`config.mk`:
```
export PLATFORM = sky130hd
export DESIGN_NAME = mouse_pointer_click_tracker_flat
export DESIGN_NICKNAME = d
export VERILOG_FILES = /design/src/hw/rtl/mpct_pkg.sv /design/src/hw/rtl/mpct_if.sv /design/src/hw/rtl/mpct_button.sv /design/src/hw/rtl/mouse_pointer_click_tracker.sv /design/src/flat_wrapper.sv
export SDC_FILE = /design/constraint.sdc
export NUM_CORES = 1
export LEC_CHECK = 0
export BUFFER_PORTS_ARGS = -buffer_cell sky130_fd_sc_hd__buf_2
export CAP_MARGIN = 20
export CORE_ASPECT_RATIO = 2
export CORE_UTILIZATION = 52
export CTS_CLUSTER_SIZE = 20
export DETAILED_ROUTE_END_ITERATION = 8
export PLACE_DENSITY = 0.8
export SYNTH_ARGS = -nofsm -noshare
export SYNTH_HDL_FRONTEND = slang
export SYNTH_SLANG_ARGS = --single-unit
```
`constraint.sdc`:
```
create_clock -name clk -period 14.86 [get_ports clk]
set_clock_uncertainty 0.1 [all_clocks]
set_input_delay 2.972 -clock clk [delete_from_list [all_inputs] [get_ports clk]]
set_output_delay 2.972 -clock clk [all_outputs]
set_load 0.03 [all_outputs]
```
`src/hw/rtl/mpct_pkg.sv`:
```
// Shared constants, types and arithmetic helpers for the pointer and click tracker.
`timescale 1ns / 1ps

package mpct_pkg;

  localparam int CoordW = 12;
  localparam int CountW = 8;
  localparam int DeltaW = 9;
  localparam int EvW    = 2;
  localparam int RegIdxW = 2;
  localparam int CfgDataW = 12;

  // Register indexes of the configuration port.
  localparam logic [RegIdxW-1:0] REG_X_LIMIT = 2'd0;
  localparam logic [RegIdxW-1:0] REG_Y_LIMIT = 2'd1;
  localparam logic [RegIdxW-1:0] REG_WINDOW  = 2'd2;

  // Release event codes.
  localparam logic [EvW-1:0] EV_NONE   = 2'd0;
  localparam logic [EvW-1:0] EV_CLICK  = 2'd1;
  localparam logic [EvW-1:0] EV_DOUBLE = 2'd2;

  localparam logic [CoordW-1:0] X_LIMIT_RESET = 12'd639;
  localparam logic [CoordW-1:0] Y_LIMIT_RESET = 12'd479;
  localparam logic [CountW-1:0] WINDOW_RESET  = 8'd20;

  typedef struct packed {
    logic           down;
    logic [EvW-1:0] ev;
  } btn_status_t;

  // Difference of two byte counters, folded back into -128..128.
  function automatic logic signed [DeltaW-1:0] wrap_delta(
    input logic signed [7:0] now_c,
    input logic signed [7:0] old_c
  );
    logic signed [9:0] d;
    d = 10'(now_c) - 10'(old_c);
    if (d < -10'sd128) begin
      d = d + 10'sd256;
    end else if (d > 10'sd128) begin
      d = d - 10'sd256;
    end
    return d[DeltaW-1:0];
  endfunction

  // Move one coordinate and clamp it to 1..limit, with limit minus 1 above.
  function automatic logic [CoordW-1:0] move_axis(
    input logic [CoordW-1:0]        pos,
    input logic signed [DeltaW-1:0] d,
    input logic [CoordW-1:0]        limit
  );
    logic signed [13:0] sum;
    logic signed [13:0] lim_s;
    sum   = $signed({2'b00, pos}) + 14'(d);
    lim_s = $signed({2'b00, limit});
    if (sum < 14'sd1) begin
      return 12'd1;
    end else if (sum > lim_s) begin
      return limit - 12'd1;
    end else begin
      return sum[CoordW-1:0];
    end
  endfunction

endpackage

```
`src/hw/rtl/mpct_if.sv`:
```
// Handshake interfaces for the poll, result and configuration channels.
`timescale 1ns / 1ps

interface mpct_poll_if;
  logic              valid;
  logic              ready;
  logic signed [7:0] x_counter;
  logic signed [7:0] y_counter;
  logic              left_raw_n;
  logic              right_raw_n;
  logic              middle_raw_n;

  modport source (output valid, x_counter, y_counter, left_raw_n, right_raw_n,
                  middle_raw_n, input ready);
  modport sink   (input valid, x_counter, y_counter, left_raw_n, right_raw_n,
                  middle_raw_n, output ready);
endinterface

interface mpct_result_if;
  logic                                 valid;
  logic                                 ready;
  logic [mpct_pkg::CoordW-1:0]          pointer_x;
  logic [mpct_pkg::CoordW-1:0]          pointer_y;
  logic signed [mpct_pkg::DeltaW-1:0]   delta_x;
  logic signed [mpct_pkg::DeltaW-1:0]   delta_y;
  logic                                 left_down;
  logic [mpct_pkg::EvW-1:0]             left_event;
  logic                                 right_down;
  logic [mpct_pkg::EvW-1:0]             right_event;
  logic                                 middle_down;
  logic [mpct_pkg::EvW-1:0]             middle_event;

  modport source (output valid, pointer_x, pointer_y, delta_x, delta_y, left_down,
                  left_event, right_down, right_event, middle_down, middle_event,
                  input ready);
  modport sink   (input valid, pointer_x, pointer_y, delta_x, delta_y, left_down,
                  left_event, right_down, right_event, middle_down, middle_event,
                  output ready);
endinterface

interface mpct_cfg_if;
  logic                          valid;
  logic                          ready;
  logic [mpct_pkg::RegIdxW-1:0]  index;
  logic [mpct_pkg::CfgDataW-1:0] data;

  modport source (output valid, index, data, input ready);
  modport sink   (input valid, index, data, output ready);
endinterface

```
`src/hw/rtl/mpct_button.sv`:
```
// One button: held level, release detection and double-click window counter.
`timescale 1ns / 1ps

module mpct_button (
  input  logic                          clk,
  input  logic                          rst,
  input  logic                          step,
  input  logic                          raw_n,
  input  logic [mpct_pkg::CountW-1:0]   window,
  output mpct_pkg::btn_status_t         status
);

  logic                        last_pressed;
  logic [mpct_pkg::CountW-1:0] count;
  logic [mpct_pkg::CountW-1:0] count_dec;
  logic [mpct_pkg::CountW-1:0] count_next;
  logic                        now_pressed;

  always_comb begin
    now_pressed = !raw_n;
    count_dec   = (count != '0) ? count - 8'd1 : count;
    count_next  = count_dec;
    status.down = now_pressed;
    status.ev   = mpct_pkg::EV_NONE;
    if (!now_pressed && last_pressed) begin
      if (count_dec == '0) begin
        status.ev  = mpct_pkg::EV_CLICK;
        count_next = window;
      end else begin
        status.ev = mpct_pkg::EV_DOUBLE;
      end
    end
  end

  always_ff @(posedge clk) begin
    if (rst) begin
      last_pressed <= 1'b0;
      count        <= '0;
    end else if (step) begin
      last_pressed <= now_pressed;
      count        <= count_next;
    end
  end

endmodule

```
`src/hw/rtl/mouse_pointer_click_tracker.sv`:
```
// Top level of the mouse pointer and click tracker.
// Path: a poll beat is captured in the input register and its result then in the result register.
// Throughput: one poll per cycle while the result side is not stalled; the input register and the result register
// each hand on a beat every cycle that the result side is not stalled.
// Reset: synchronous, clears both pipeline valids, the counters, cursor (to 1)
// and button history, and restores the limits to 639 and 479 and the window to 20.
`timescale 1ns / 1ps

module mouse_pointer_click_tracker (
  input  logic          clk,
  input  logic          rst,
  mpct_poll_if.sink     poll,
  mpct_result_if.source result,
  mpct_cfg_if.sink      cfg
);

  // Configuration registers. The port never stalls.
  logic [mpct_pkg::CoordW-1:0] x_limit;
  logic [mpct_pkg::CoordW-1:0] y_limit;
  logic [mpct_pkg::CountW-1:0] window;

  assign cfg.ready = 1'b1;

  always_ff @(posedge clk) begin
    if (rst) begin
      x_limit <= mpct_pkg::X_LIMIT_RESET;
      y_limit <= mpct_pkg::Y_LIMIT_RESET;
      window  <= mpct_pkg::WINDOW_RESET;
    end else if (cfg.valid) begin
      case (cfg.index)
        mpct_pkg::REG_X_LIMIT: x_limit <= cfg.data;
        mpct_pkg::REG_Y_LIMIT: y_limit <= cfg.data;
        mpct_pkg::REG_WINDOW:  window  <= cfg.data[mpct_pkg::CountW-1:0];
        default: ;
      endcase
    end
  end

  // Input register. It moves on whenever the compute stage can load the
  // result register, so a stalled result holds both stages in place.
  logic              in_valid;
  logic signed [7:0] x_q;
  logic signed [7:0] y_q;
  logic [2:0]        raw_n_q;
  logic              res_valid;
  logic              advance;

  assign advance    = in_valid && (!res_valid || result.ready);
  assign poll.ready = !in_valid || advance;

  always_ff @(posedge clk) begin
    if (rst) begin
      in_valid <= 1'b0;
    end else if (poll.ready) begin
      in_valid <= poll.valid;
    end
  end

  always_ff @(posedge clk) begin
    if (poll.valid && poll.ready) begin
      x_q     <= poll.x_counter;
      y_q     <= poll.y_counter;
      raw_n_q <= {poll.middle_raw_n, poll.right_raw_n, poll.left_raw_n};
    end
  end

  // Movement state: previous counters and the cursor.
  logic signed [7:0]                 last_x;
  logic signed [7:0]                 last_y;
  logic [mpct_pkg::CoordW-1:0]       cursor_x;
  logic [mpct_pkg::CoordW-1:0]       cursor_y;
  logic signed [mpct_pkg::DeltaW-1:0] dx;
  logic signed [mpct_pkg::DeltaW-1:0] dy;
  logic [mpct_pkg::CoordW-1:0]       cursor_x_next;
  logic [mpct_pkg::CoordW-1:0]       cursor_y_next;

  always_comb begin
    dx = mpct_pkg::wrap_delta(x_q, last_x);
    dy = mpct_pkg::wrap_delta(y_q, last_y);
    cursor_x_next = cursor_x;
    cursor_y_next = cursor_y;
    // Both axes move together, and only when something moved at all.
    if (dx != '0 || dy != '0) begin
      cursor_x_next = mpct_pkg::move_axis(cursor_x, dx, x_limit);
      cursor_y_next = mpct_pkg::move_axis(cursor_y, dy, y_limit);
    end
  end

  always_ff @(posedge clk) begin
    if (rst) begin
      last_x   <= '0;
      last_y   <= '0;
      cursor_x <= 12'd1;
      cursor_y <= 12'd1;
    end else if (advance) begin
      last_x   <= x_q;
      last_y   <= y_q;
      cursor_x <= cursor_x_next;
      cursor_y <= cursor_y_next;
    end
  end

  // Buttons, bit 0 left, bit 1 right, bit 2 middle.
  mpct_pkg::btn_status_t btn_status [3];

  for (genvar b = 0; b < 3; b++) begin : g_btn
    mpct_button u_button (
      .clk    (clk),
      .rst    (rst),
      .step   (advance),
      .raw_n  (raw_n_q[b]),
      .window (window),
      .status (btn_status[b])
    );
  end

  // Result register.
  assign result.valid = res_valid;

  always_ff @(posedge clk) begin
    if (rst) begin
      res_valid <= 1'b0;
    end else if (advance) begin
      res_valid <= 1'b1;
    end else if (result.ready) begin
      res_valid <= 1'b0;
    end
  end

  always_ff @(posedge clk) begin
    if (advance) begin
      result.pointer_x    <= cursor_x_next;
      result.pointer_y    <= cursor_y_next;
      result.delta_x      <= dx;
      result.delta_y      <= dy;
      result.left_down    <= btn_status[0].down;
      result.left_event   <= btn_status[0].ev;
      result.right_down   <= btn_status[1].down;
      result.right_event  <= btn_status[1].ev;
      result.middle_down  <= btn_status[2].down;
      result.middle_event <= btn_status[2].ev;
    end
  end

endmodule
```
`src/flat_wrapper.sv`:
```
// flat-port wrapper written by rule: the top's interface ports become plain ports
module mouse_pointer_click_tracker_flat 
  (clk, rst, poll_valid, poll_x_counter, poll_y_counter, poll_left_raw_n, poll_right_raw_n, poll_middle_raw_n, poll_ready, result_valid, result_pointer_x, result_pointer_y, result_delta_x, result_delta_y, result_left_down, result_left_event, result_right_down, result_right_event, result_middle_down, result_middle_event, result_ready, cfg_valid, cfg_index, cfg_data, cfg_ready);
  mpct_poll_if poll_i ();
  mpct_result_if result_i ();
  mpct_cfg_if cfg_i ();
  input  logic clk;
  input  logic rst;
  input wire logic [$bits(poll_i.valid)-1:0] poll_valid;
  input wire logic [$bits(poll_i.x_counter)-1:0] poll_x_counter;
  input wire logic [$bits(poll_i.y_counter)-1:0] poll_y_counter;
  input wire logic [$bits(poll_i.left_raw_n)-1:0] poll_left_raw_n;
  input wire logic [$bits(poll_i.right_raw_n)-1:0] poll_right_raw_n;
  input wire logic [$bits(poll_i.middle_raw_n)-1:0] poll_middle_raw_n;
  output wire logic [$bits(poll_i.ready)-1:0] poll_ready;
  output wire logic [$bits(result_i.valid)-1:0] result_valid;
  output wire logic [$bits(result_i.pointer_x)-1:0] result_pointer_x;
  output wire logic [$bits(result_i.pointer_y)-1:0] result_pointer_y;
  output wire logic [$bits(result_i.delta_x)-1:0] result_delta_x;
  output wire logic [$bits(result_i.delta_y)-1:0] result_delta_y;
  output wire logic [$bits(result_i.left_down)-1:0] result_left_down;
  output wire logic [$bits(result_i.left_event)-1:0] result_left_event;
  output wire logic [$bits(result_i.right_down)-1:0] result_right_down;
  output wire logic [$bits(result_i.right_event)-1:0] result_right_event;
  output wire logic [$bits(result_i.middle_down)-1:0] result_middle_down;
  output wire logic [$bits(result_i.middle_event)-1:0] result_middle_event;
  input wire logic [$bits(result_i.ready)-1:0] result_ready;
  input wire logic [$bits(cfg_i.valid)-1:0] cfg_valid;
  input wire logic [$bits(cfg_i.index)-1:0] cfg_index;
  input wire logic [$bits(cfg_i.data)-1:0] cfg_data;
  output wire logic [$bits(cfg_i.ready)-1:0] cfg_ready;
  assign poll_i.valid = poll_valid;
  assign poll_i.x_counter = poll_x_counter;
  assign poll_i.y_counter = poll_y_counter;
  assign poll_i.left_raw_n = poll_left_raw_n;
  assign poll_i.right_raw_n = poll_right_raw_n;
  assign poll_i.middle_raw_n = poll_middle_raw_n;
  assign poll_ready = poll_i.ready;
  assign result_valid = result_i.valid;
  assign result_pointer_x = result_i.pointer_x;
  assign result_pointer_y = result_i.pointer_y;
  assign result_delta_x = result_i.delta_x;
  assign result_delta_y = result_i.delta_y;
  assign result_left_down = result_i.left_down;
  assign result_left_event = result_i.left_event;
  assign result_right_down = result_i.right_down;
  assign result_right_event = result_i.right_event;
  assign result_middle_down = result_i.middle_down;
  assign result_middle_event = result_i.middle_event;
  assign result_i.ready = result_ready;
  assign cfg_i.valid = cfg_valid;
  assign cfg_i.index = cfg_index;
  assign cfg_i.data = cfg_data;
  assign cfg_ready = cfg_i.ready;
  mouse_pointer_click_tracker u_core (.clk(clk), .rst(rst), .poll(poll_i), .result(result_i), .cfg(cfg_i));
endmodule
```
# Word-level counts from Yosys, hierarchy flattened
# Index checks and enable logic that the tools add are counted.
# totals
reg_bits,171
elab_cells,101
input_bits,38
output_inout_bits,54
# op_classes
muxes,24
eq_ne,2
addsub,13
reduce_logical,26
order_cmp,8
# ops
cell,n
2-to-1 mux 12 bit,6
2-to-1 mux 8 bit,9
2-to-1 mux 9 bit,4
adder 13 x 9 -> 14 bit,2
> comparator 14 x 13 -> 1 bit,2
< comparator 14 x 2 -> 1 bit (second input constant),2
zero test 8 bit,3
nonzero test 8 bit,3
subtractor 12 x 1 -> 12 bit (second input constant),2
subtractor 8 x 1 -> 8 bit (second input constant),3
adder 9 bit (second input constant),2
> comparator 9 bit (second input constant),2
< comparator 9 x 8 -> 1 bit (second input constant),2
nonzero test 9 bit,2
subtractor 8 x 8 -> 9 bit,2
subtractor 9 bit (second input constant),2
2-to-1 mux 2 bit,3
AND reduction 2 bit,3
logical AND 1 bit,5
zero test 1 bit,5
logical OR 1 bit,3
== test 2 x 1 -> 1 bit (second input constant),1
== test 2 bit (second input constant),1
zero test 2 bit,1
2 further kinds,3

# Logic depth before layout (Yosys ltp)
# logic_depth
word_depth,9
mapped_depth,29
depth_no_buf,26

# By module
# From an unflattened synthesis, not the netlist that was laid out.
# hier_totals
cells_unflattened,1147
area_unflattened_um2,10602.7
# modules_own_cells
module,cells_per_inst,area_per_inst_um2,seq_area_each_um2,n_inst
mouse_pointer_click_tracker,874,8406.8,3583.4,1
mpct_button at u_core.g_btn[0].u_button ...,90,734.5,180.2,2
mpct_button at u_core.g_btn[2].u_button,93,726.9,180.2,1

# Worst setup path before layout
# Ideal clock, no wire load.
# synth_timing
path_kind,input port to output port
start,in result_ready
end,out poll_ready
t_arrival_ps,3375
path_stages,2
slack_ps,8413
t_required_ps,11788
path_buffers,0
path_cell_list,nor2b_1 nand2_1
# synth_via
elab_chain_len,3
# synth_lines
element,line_no,text
start: declaration,flat_wrapper.sv:27,input wire logic [$bits(result_i.ready)-1:0] result_ready;
logical OR 1 bit,mouse_pointer_click_tracker.sv:48,assign advance = in_valid && (!res_valid || result.ready);
logical AND 1 bit,mouse_pointer_click_tracker.sv:48,
logical OR 1 bit,mouse_pointer_click_tracker.sv:49,assign poll.ready = !in_valid || advance;
end: declaration,flat_wrapper.sv:15,output wire logic [$bits(poll_i.ready)-1:0] poll_ready;
# No other way between the ends.

# Worst setup path in the final report
# layout_timing
start,reg u_core.x_q[0]
end,"reg u_core.result.pointer_x[4], data pin"
# layout_via
elab_chain_len,9
word_cells_on_any_way,15
cone_classes,4 x add/sub; 4 x order compare; 5 x mux; 2 x reduce/logical
# layout_lines
element,line_no,text
start: declaration,mouse_pointer_click_tracker.sv:42,logic signed [7:0] x_q;
start signal: assignment,mouse_pointer_click_tracker.sv:61,x_q <= poll.x_counter;
subtractor 8 x 8 -> 9 bit *,mpct_pkg.sv:38,d = 10'(now_c) - 10'(old_c);
subtractor 9 bit or > comparator 9 bit (tied branches),"mpct_pkg.sv:42, mpct_pkg.sv:41",
2-to-1 mux 9 bit,mpct_pkg.sv:41,end else if (d > 10'sd128) begin
2-to-1 mux 9 bit *,mpct_pkg.sv:39,if (d < -10'sd128) begin
via u_core.dx (one bit),mouse_pointer_click_tracker.sv:72,logic signed [mpct_pkg::DeltaW-1:0] dx;
adder 13 x 9 -> 14 bit,mpct_pkg.sv:55,"sum = $signed({2'b00, pos}) + 14'(d);"
> comparator 14 x 13 -> 1 bit,mpct_pkg.sv:59,end else if (sum > lim_s) begin
2-to-1 mux 12 bit,mpct_pkg.sv:59,
2-to-1 mux 12 bit,mpct_pkg.sv:57,if (sum < 14'sd1) begin
2-to-1 mux 12 bit *,mouse_pointer_click_tracker.sv:83,if (dx != '0 || dy != '0) begin
via u_core.cursor_x_next (one bit),mouse_pointer_click_tracker.sv:74,logic [mpct_pkg::CoordW-1:0] cursor_x_next;
end signal: assignment,mouse_pointer_click_tracker.sv:132,result.pointer_x <= cursor_x_next;
end: declaration,mpct_if.sv:33,"modport source (output valid, pointer_x, pointer_y, delta_x, delta_y, left_down,"
# The timed path passes the listed nets; every way through them passes the cells marked *.
# A chain may end at the register's enable or synchronous reset.

==> impl_metrics.json <==
{
  "reg2reg_to": "u_core.result.pointer_x[4]$_DFFE_PP_",
  "ios": 92,
  "dr.first_iter.drc_count": 582,
  "regToRegStartpoint": "u_core.x_q[0]$_DFFE_PP_",
  "start_util_pct": 53.2,
  "die_area_um2": 21600,
  "fin_setup_tns_ns": 0,
  "multi_input_area_um2": 6190,
  "ant_nets": 0,
  "drv_cap": 0,
  "tritoncts": "yes",
  "coreArea_um2": 20600,
  "cp-end-kind": "flip-flop",
  "clkSlewWorstSetupHoldPaths_ns": 0.07,
  "regToRegSetupSlack_ns": 7.49,
  "nets": 1456,
  "power.total_mw": 1.77,
  "syn_to_final_growth_pct": 11.1,
  "drive_gt1_share_pct": 13.3,
  "cts_setup_buffers": 0,
  "htree_levels": 4,
  "synthArstFlopShare_pct": 0,
  "crit_buf_inv": 3,
  "max_freq_ghz": 0.136,
  "num_antenna_cells": 0,
  "power_leakage_nw": 4.89,
  "synth_edf_count": 70,
  "clk_path_buf_depth": 2,
  "tightest_slew_ns": 1.16,
  "maxSlewViolCount": 0,
  "gp_congestion": 0.948,
  "cp_top_family": "compound AO/OA/AOI/OAI gates",
  "final-hold-violation-count": 0,
  "required_ns": 14.96,
  "overflow": 0,
  "crit_start": "u_core.x_q[0]$_DFFE_PP_",
  "slowest_stage": "o21ai_1",
  "grt_usage_pct": 27.6,
  "whs_path_depth": 2,
  "yosysSeqAreaShare_pct": 37.7,
  "synth_seq_cells": 171,
  "cp.arrival_ns": 7.47,
  "viasPerCell": 6.03,
  "cp-start-kind": "flip-flop",
  "setup_viol": 0,
  "dp_hpwl_mm": 21.6,
  "outcome": "completed",
  "drt-wirelength-per-cell_um": 18.1,
  "synth_flop_cell": "dfxtp_1",
  "critPathCapture": "u_core.result.pointer_x[4]$_DFFE_PP_",
  "drtPass1Iterations": 7,
  "yosys_warnings": 0,
  "vias": 9739,
  "grt_pass1_wl_mm": 47.1,
  "seqCellArea_um2": 4120,
  "rsz0062_at_grt": "false",
  "grt_antenna_before_repair": 0,
  "fp.dieH_um": 207,
  "crit_cells": 25,
  "layout_min_cycle_time_ns": 7.37,
  "postCtsHoldBufs": 0,
  "hp-class": "reg2reg",
  "min_from": "u_core.last_x[7]$_SDFFE_PP0P_",
  "max-slew-margin-rel_pct": 22.7,
  "insertion_delay_ns": 0.44,
  "syn_avg_cell_area_um2": 8.59,
  "cts_resized": 0,
  "fin_crit_sh_pct": 49.6,
  "criticalPathCategory": "reg2reg",
  "numCtsBuffers": 17,
  "cts_root_buf": "clkbuf_16",
  "nFillCells": 1841,
  "drt-total-wl_mm": 29.2,
  "reg2reg_depth": 25,
  "syn_area_um2": 10900,
  "power_density_nw_per_um2": 146,
  "portBuffers": 90,
  "cp_max_fo": 55,
  "peakVddDrop_v": 0.0000921,
  "syn-num-nets": 1392,
  "grt_pass1_vias": 9649,
  "drcViolationCount": 0,
  "yosys.cell_types.count": 83,
  "critical_path.max_stage_delay_ns": 0.89,
  "rows": 74,
  "grt_max_degree": 82,
  "fp.dieW_um": 105,
  "synth_cells": 1273,
  "numClockSinks": 171
}
## cells in the final DEF (no fill, tap or decap), types with 30 or more instances in the layout
cell      instances
nand2_1         158
nor2_1          132
dfxtp_1         101
inv_1            92
a21oi_1          90
buf_2            90
ha_1             77
edfxtp_1         70
o21ai_0          55
nor3_1           46
xnor2_1          30
## area by class of cell
cell class / instances / area share, %
Sequential cell: 171 / 33.9
Clock buffer: 20 / 4.12
Inverter: 93 / 2.88
Tap cell: 266 / 2.74
Clock inverter: 12 / 0.968
Timing Repair Buffer: 101 / 4.39
Multi-Input combinational cell: 953 / 51.0
## Yosys cell counts, types with 9 or more instances
| cell | count | share of area (%) |
|---|---|---|
| nor3_1 | 46 | 2.1 |
| nand3_1 | 22 | 1.0 |
| a21o_1 | 15 | 1.0 |
| nand2_1 | 158 | 5.4 |
| clkbuf_1 | 41 | 1.4 |
| edfxtp_1 | 70 | 19 |
| dfxtp_1 | 101 | 18 |
| o211ai_1 | 12 | 0.82 |
| nand4_1 | 16 | 0.92 |
| nand3b_1 | 9 | 0.62 |
| mux2_2 | 10 | 1.0 |
| a21oi_1 | 90 | 4.1 |
| nor2b_1 | 11 | 0.63 |
| nand2b_1 | 20 | 1.1 |
| inv_1 | 92 | 3.2 |
| nor2_1 | 132 | 4.5 |
| a211oi_1 | 22 | 1.5 |
| ha_1 | 77 | 8.8 |
| xnor2_1 | 30 | 2.4 |
| a311oi_1 | 9 | 0.72 |
| or3_1 | 9 | 0.51 |
| o21ai_0 | 55 | 2.5 |
| xor2_1 | 16 | 1.3 |
| a31oi_1 | 16 | 0.92 |
| a22oi_1 | 14 | 0.96 |
| o21a_1 | 11 | 0.76 |
| mux2i_1 | 17 | 1.6 |
| nor3b_1 | 14 | 0.96 |
## logic make-up after synthesis
logic type,after synthesis,synth area share (%)
compound gates,315,19.2
xor+xnor,47,3.94
fa+ha+maj,81,9.54
buf+inv,149,5.77
flops,171,37.7
mux,27,2.59
other cells,1,0.0343
simple gates,482,21.2
## worst min path at each step
stage | endpoint
floorplan | u_core.last_x[1]$_SDFFE_PP0P_
global placement | u_core.last_x[5]$_SDFFE_PP0P_
finish | u_core.last_x[7]$_SDFFE_PP0P_
CTS | u_core.last_x[4]$_SDFFE_PP0P_
global route | u_core.last_x[4]$_SDFFE_PP0P_
detailed placement | u_core.last_x[4]$_SDFFE_PP0P_
## power breakdown
part | switching (mW) | total [mW] | internal (mW)
Combinational | 0.467 | 0.732 | 0.266
Clock | 0.207 | 0.459 | 0.252
Sequential | 0.0314 | 0.577 | 0.546
## routing by layer
metal | up-vias | GRT usage, % | routed length (um)
met5 | - | 0 | 0
met4 | 0 | 18.9 | 2000
met3 | 125 | 4.09 | 1170
met2 | 339 | 51.5 | 15500
met1 | 4587 | 27.5 | 10500
li1 | 4688 | - | -
## stage by stage
stage | hold WS (ns) | worst slack, ns | area (um^2) | instances | util (%)
5_1_grt | 0.375 | 6.98 | 12100 | 1616 | 59.1
2_1_floorplan | 0.336 | 8.41 | 10900 | 1273 | -
3_3_place_gp | 0.342 | 8.00 | 11500 | 1584 | 56.1
4_1_cts | 0.356 | 7.60 | 12100 | 1616 | 59.1
6_report | 0.356 | 7.49 | 12100 | 1616 | 59.1
3_5_place_dp | 0.347 | 7.66 | 11500 | 1584 | 56.1
## state kept, by name, summed over array words and instances (netlist names), 9 cells and up
| signal | count |
|---|---|
| u_core.result.delta_y | 9 |
| u_core.cursor_x | 12 |
| u_core.result.pointer_y | 12 |
| u_core.y_limit | 12 |
| u_core.cursor_y | 12 |
| u_core.x_limit | 12 |
| u_core.g_btn.u_button.count | 24 |
| u_core.result.delta_x | 9 |
| u_core.result.pointer_x | 12 |
## worst min-delay path: stages, from the launching register on
cell and delay [ns]:
dfxtp_1 0.31, nand2_1 0.05, a21oi_1 0.05
Power figures use the tool's default switching activity.
